`config.mk`:
```
export PLATFORM = sky130hd
export DESIGN_NAME = qau_sqrt
export DESIGN_NICKNAME = d
export VERILOG_FILES = /design/src/rtl/quaternion_arith_unit_assert.svh /design/src/rtl/qau_pkg.sv /design/src/rtl/qau_sqrt.sv
export SDC_FILE = /design/constraint.sdc
export NUM_CORES = 2
export LEC_CHECK = 0
export BUFFER_PORTS_ARGS = -buffer_cell sky130_fd_sc_hd__buf_2
export CAP_MARGIN = 20
export CORE_MARGIN = 3
export CORE_UTILIZATION = 55
export CTS_BUF_LIST = sky130_fd_sc_hd__clkbuf_4
export DETAILED_ROUTE_END_ITERATION = 10
export PLACE_DENSITY = 0.74
export SETUP_SLACK_MARGIN = 0.3
export SLEW_MARGIN = 30
export SYNTH_ARGS = -nofsm -noshare
export SYNTH_HDL_FRONTEND = slang
export SYNTH_MEMORY_MAX_BITS = 65536
export SYNTH_SLANG_ARGS = --single-unit
export TNS_END_PERCENT = 50
```
`constraint.sdc`:
```
create_clock -name clk -period 5.7 [get_ports clk]
set_input_delay 1.14 -clock clk [delete_from_list [all_inputs] [get_ports clk]]
set_output_delay 1.14 -clock clk [all_outputs]
set_load 0.02 [all_outputs]
```
`src/rtl/quaternion_arith_unit_assert.svh`:
```
// ---------------------------------------------------------------------------
// Assertion macros for the quaternion arithmetic unit
// Clocked on clk and held off while rst is high.
// ---------------------------------------------------------------------------
`ifndef QUATERNION_ARITH_UNIT_ASSERT_SVH
`define QUATERNION_ARITH_UNIT_ASSERT_SVH

// same-cycle implication
`define QAU_ASSERT_IMP(lbl, pre, post, msg) \
  lbl: assert property (@(posedge clk) disable iff (rst) (pre) |-> (post)) \
    else $error(msg);

// next-cycle implication
`define QAU_ASSERT_NXT(lbl, pre, post, msg) \
  lbl: assert property (@(posedge clk) disable iff (rst) (pre) |=> (post)) \
    else $error(msg);

`endif

```
`src/rtl/qau_pkg.sv`:
```
// ---------------------------------------------------------------------------
// qau_pkg
// Shared constants and codes of the quaternion arithmetic unit.
// ---------------------------------------------------------------------------
`timescale 1ns / 1ps

package qau_pkg;

  // default fixed-point format: Q16.16
  localparam int FRAC_BITS_DEF = 16;

  // root iterations (one result bit each) and divider quotient bits
  localparam int SQRT_STEPS = 32;
  localparam int DIV_QBITS  = 32;

  // operation codes
  typedef logic [2:0] op_code_t;
  localparam op_code_t OP_MUL   = 3'd0;
  localparam op_code_t OP_CONJ  = 3'd1;
  localparam op_code_t OP_NORM  = 3'd2;
  localparam op_code_t OP_NORMZ = 3'd3;
  localparam op_code_t OP_INV   = 3'd4;
  localparam op_code_t OP_IDENT = 3'd5;

  // result status
  typedef logic [1:0] status_t;
  localparam status_t ST_OK   = 2'd0;
  localparam status_t ST_ZERO = 2'd1;
  localparam status_t ST_SAT  = 2'd2;

endpackage

```
`src/rtl/qau_sqrt.sv`:
```
// ---------------------------------------------------------------------------
// qau_sqrt
// Pipelined digit-by-digit square root of the 65-bit squared norm, one root
// bit per stage, rounded to nearest in a last stage.
// ---------------------------------------------------------------------------
`timescale 1ns / 1ps

module qau_sqrt (
  input  logic        clk,
  input  logic        en,
  input  logic [64:0] s,
  output logic [32:0] root
);

  localparam int N = qau_pkg::SQRT_STEPS;

  logic [33:0] rem  [1:N];
  logic [31:0] rt   [1:N];
  logic [63:0] rad  [1:N];
  logic        hi   [1:N];

  for (genvar k = 0; k < N; k++) begin : g_stage
    logic [33:0] rem_p;
    logic [31:0] rt_p;
    logic [63:0] rad_p;
    logic        hi_p;
    logic [35:0] trial;
    logic [35:0] test;
    logic        take;

    if (k == 0) begin : g_first
      always_comb begin
        rem_p = '0;
        rt_p  = '0;
        rad_p = s[63:0];
        hi_p  = s[64];
      end
    end else begin : g_next
      always_comb begin
        rem_p = rem[k];
        rt_p  = rt[k];
        rad_p = rad[k];
        hi_p  = hi[k];
      end
    end

    always_comb begin
      trial = {rem_p, rad_p[63:62]};
      test  = {2'b00, rt_p, 2'b01};
      take  = trial >= test;
    end

    always_ff @(posedge clk) begin
      if (en) begin
        rem[k+1] <= take ? 34'(trial - test) : trial[33:0];
        rt[k+1]  <= {rt_p[30:0], take};
        rad[k+1] <= {rad_p[61:0], 2'b00};
        hi[k+1]  <= hi_p;
      end
    end
  end

  // round to nearest; a squared norm of 2^64 gives 2^32
  always_ff @(posedge clk) begin
    if (en) begin
      if (hi[N]) begin
        root <= 33'h1_0000_0000;
      end else begin
        root <= {1'b0, rt[N]} + 33'(rem[N] > {2'b00, rt[N]});
      end
    end
  end

endmodule

```
==> flow_summary.ini <==
[outcome]
status = completed

[yosys]
syn-cell-area_mm2 = 0.122
synthTopCellsByCount = 2622 x edfxtp_1, 757 x inv_1, 652 x nand2_1
synth_compound_area_frac = 0.0936
syn_avg_cell_area_um2 = 12.9
synth.most_common_cell = edfxtp_1
async_flop_share = 0
synth_largest_area_cell = edfxtp_1
synthFlopType = edfxtp_1
synth_edf_count = 2622
syn_inst = 9476
synth_xor_area_frac = 0.0636
muxShareOfSynthArea = 0.00963
synth_fa_ha_area_frac = 0.0611
ys_seq_area_frac = 0.643
synth_simple_gate_area_frac = 0.100
synth_top_area_frac = 0.643
ys_types = 96
synth_top_family_by_area = simple AND/OR/NAND/NOR gates
ys_ff_latch = 2622
ys_warn_count = 0
syn_nets = 10100
synth_area_leaders = edfxtp_1 64%, ha_1 6.1%, xor2_1 3.2%, xnor2_1 3.1%, a21oi_1 2.5%

[critical_path]
cp.required_ps = 6750
crit_type = flip-flop to flip-flop
r2r_end = root[30]$_SDFFCE_PP0P_
arrival_ps = 5590
crit_start = rt[8][9]$_DFFE_PP_
r2r-start = rt[8][9]$_DFFE_PP_
reg2reg_depth = 21
crit_path_max_fanout = 5
rrSetupSlack_ps = 1150
crit_path_end_kind = flip-flop
crit_end = root[30]$_SDFFCE_PP0P_
critPathLaunchType = flip-flop

[global_routing]
antenna_found_initial = 3
grt_pass1_wl_um = 398000
grtUsageTotal = 0.216
grt_max_degree = 156
overflow = 0
grt_pass1_vias = 76700

[sta]
clock_skew_ps = 124
post-route-min-period_ps = 4550
timing.setup.tns_ps = 0
slew_violations = 0
slew_headroom = 0.300
rsz0062_at_grt = no
fin_crit_sh = 0.798
hold_viol = 0
fmax_mhz = 220
setup_viol = 0
tightest_slew_ps = 1050

[detailed_routing]
post_drt_wl_per_cell_um = 18.3
drt_iter0_drc = 5390
vias_per_cell = 5.58
vias = 76300
dr.pass1.iters = 6
drt.antenna.violating_nets = 0
wirelength_um = 250000
drc = 0

[cells_and_area]
layout-drive-gt1-share = 0.131
regArea_mm2 = 0.0787
fillers = 17100
finalInstanceArea_mm2 = 0.136
multi_input_area_mm2 = 0.0403
area_growth_syn_to_layout_pct = 11.0
final_net_count = 10900

[clock_tree]
cts_max_level = 6
cts_root_buf = clkbuf_4
insertion_delay_ps = 1360
cts_made_buffers = 681
clockBufferDepth = 4
clk_pin_slew_ps = 60
tritoncts = done
post-cts-setup-buffers = 0
clock_sinks = 2622

[placed_design]
hpwl_um = 176000
place_congestion = 0.895
placed_area_mm2 = 0.127
io_buffers = 99

[power_and_ir_drop]
ir_worst_vdd_v = 0.000245
power.leakage_uw = 0.0528
powerDensity_mw_per_mm2 = 394
p_total_uw = 53500

[floorplan]
dieWidth_um = 478
die_area_mm2 = 0.228
fp-row-count = 172
core_area_mm2 = 0.221
die_height_um = 478
start_util = 0.555
ios = 100

[run]
cap_viol_max_count = 0

[worst_hold_path]
worstHoldPathType = input pin to flip-flop
-- kinds of logic (layout without fill, tap and decap cells) --
logic type      Yosys count  count (layout)
mux                     106             106
fa+ha+maj               598             598
buf+inv                 928            2150
xor+xnor                889             889
compound gates         1870            1870
flops                  2622            2622
simple gates           2462            2462
other cells               1              12
-- sequential cells by signal (all words and copies together) (netlist names) --
| signal | flops |
|---|---|
| root | 33 |
| rad | 992 |
| rem | 1037 |
| hi | 32 |
| rt | 528 |
-- how the worst min path moves through the flow --
stage                                    from               endpoint  slack [ps]  cells past startpoint
final                                      en  rad[0][222]$_DFFE_PP_         240                      1
after global routing                       en  rad[0][222]$_DFFE_PP_          90                      1
after CTS                                  en  rad[0][154]$_DFFE_PP_         110                      1
after detailed placement  hi[0][11]$_DFFE_PP_    hi[0][12]$_DFFE_PP_         400                      0
after global placement    hi[0][27]$_DFFE_PP_    hi[0][28]$_DFFE_PP_         400                      0
after floorplan            hi[0][9]$_DFFE_PP_    hi[0][10]$_DFFE_PP_         400                      0
-- power by group --
part / switching [uW] / internal, uW / total, uW / leakage [uW]
clock: 7420 / 8200 / 15600 / 0.00493
sequential: 1660 / 24500 / 26200 / 0.0253
combinational: 6710 / 5030 / 11700 / 0.0226
total: 15800 / 37700 / 53500 / 0.0528
-- final cells by class --
class | count | area share
Timing Repair Buffer | 246 | 0.0150
Inverter | 762 | 0.0210
Antenna cell | 11 | 0.000202
Tap cell | 2958 | 0.0272
Clock inverter | 181 | 0.00793
Sequential cell | 2622 | 0.579
Multi-Input combinational cell | 5926 | 0.297
Clock buffer | 961 | 0.0530
-- stage by stage --
step	setup WS [ps]	util	instances	hold WS, ps
2_1_floorplan	2080	-	9476	400
3_3_place_gp	1130	0.576	12400	400
3_5_place_dp	1280	0.576	12400	405
4_1_cts	1210	0.616	13700	108
5_1_grt	843	0.617	13700	92.0
6_report	1150	0.617	13700	239
-- routing by layer --
metal | share of wire | vias to the layer above | global-route usage | wire [um]
met5 | 0 | - | 0 | 0
met4 | 0.035 | 0 | 0.0887 | 8630
met3 | 0.047 | 589 | 0.0393 | 11800
met2 | 0.51 | 2051 | 0.379 | 127000
met1 | 0.41 | 36700 | 0.262 | 102000
li1 | - | 37000 | - | -
-- critical path, cell delays in order, from the launching register on --
cell and delay [ps]:
edfxtp_1 400, inv_1 90, ha_1 310, nand4_1 130, nor2_1 210, a21oi_1 90, o211ai_1 150, nand2_1 80
o211ai_1 120, a221oi_1 120, o21ai_0 160, o31a_1 210, ha_1 190, ha_1 300, nand4_1 190, nor2_1 370
nand3_1 310, nor2_1 220, and4_1 300, nand3_1 120, xnor2_1 140, nor2_1 50
-- placed cells by master, fill, tap and decap left out, types with 17 or more instances in the layout --
master / instances
edfxtp_1: 2622
clkbuf_4: 961
inv_1: 757
nand2_1: 652
a21oi_1: 608
ha_1: 598
nor2_1: 557
o21ai_0: 489
xor2_1: 449
xnor2_1: 440
nor3_1: 241
a21o_1: 231
nand3_1: 152
nor4_1: 133
nand2b_1: 118
clkinv_1: 117
nand4_1: 111
o21a_1: 104
nor2b_1: 99
or3_1: 99
buf_2: 98
mux2_2: 94
dlygate4sd3_1: 66
o31ai_1: 64
buf_4: 60
or4_1: 53
a31oi_1: 49
o21bai_1: 49
a211oi_1: 47
and3_1: 45
or2_2: 39
nand3b_1: 31
and2_1: 28
o211ai_1: 27
clkinv_2: 25
buf_12: 22
a21boi_0: 19
nand4b_1: 17
a2111oi_0: 17
-- timing repair --
item / in CTS / in global routing
hold buffers: 66 / 0
resized for setup: 0 / 0
hold endpoints to repair: 66 / 0
endpoints found under the setup margin: 0 / 0
Power figures use the tool's default switching activity.
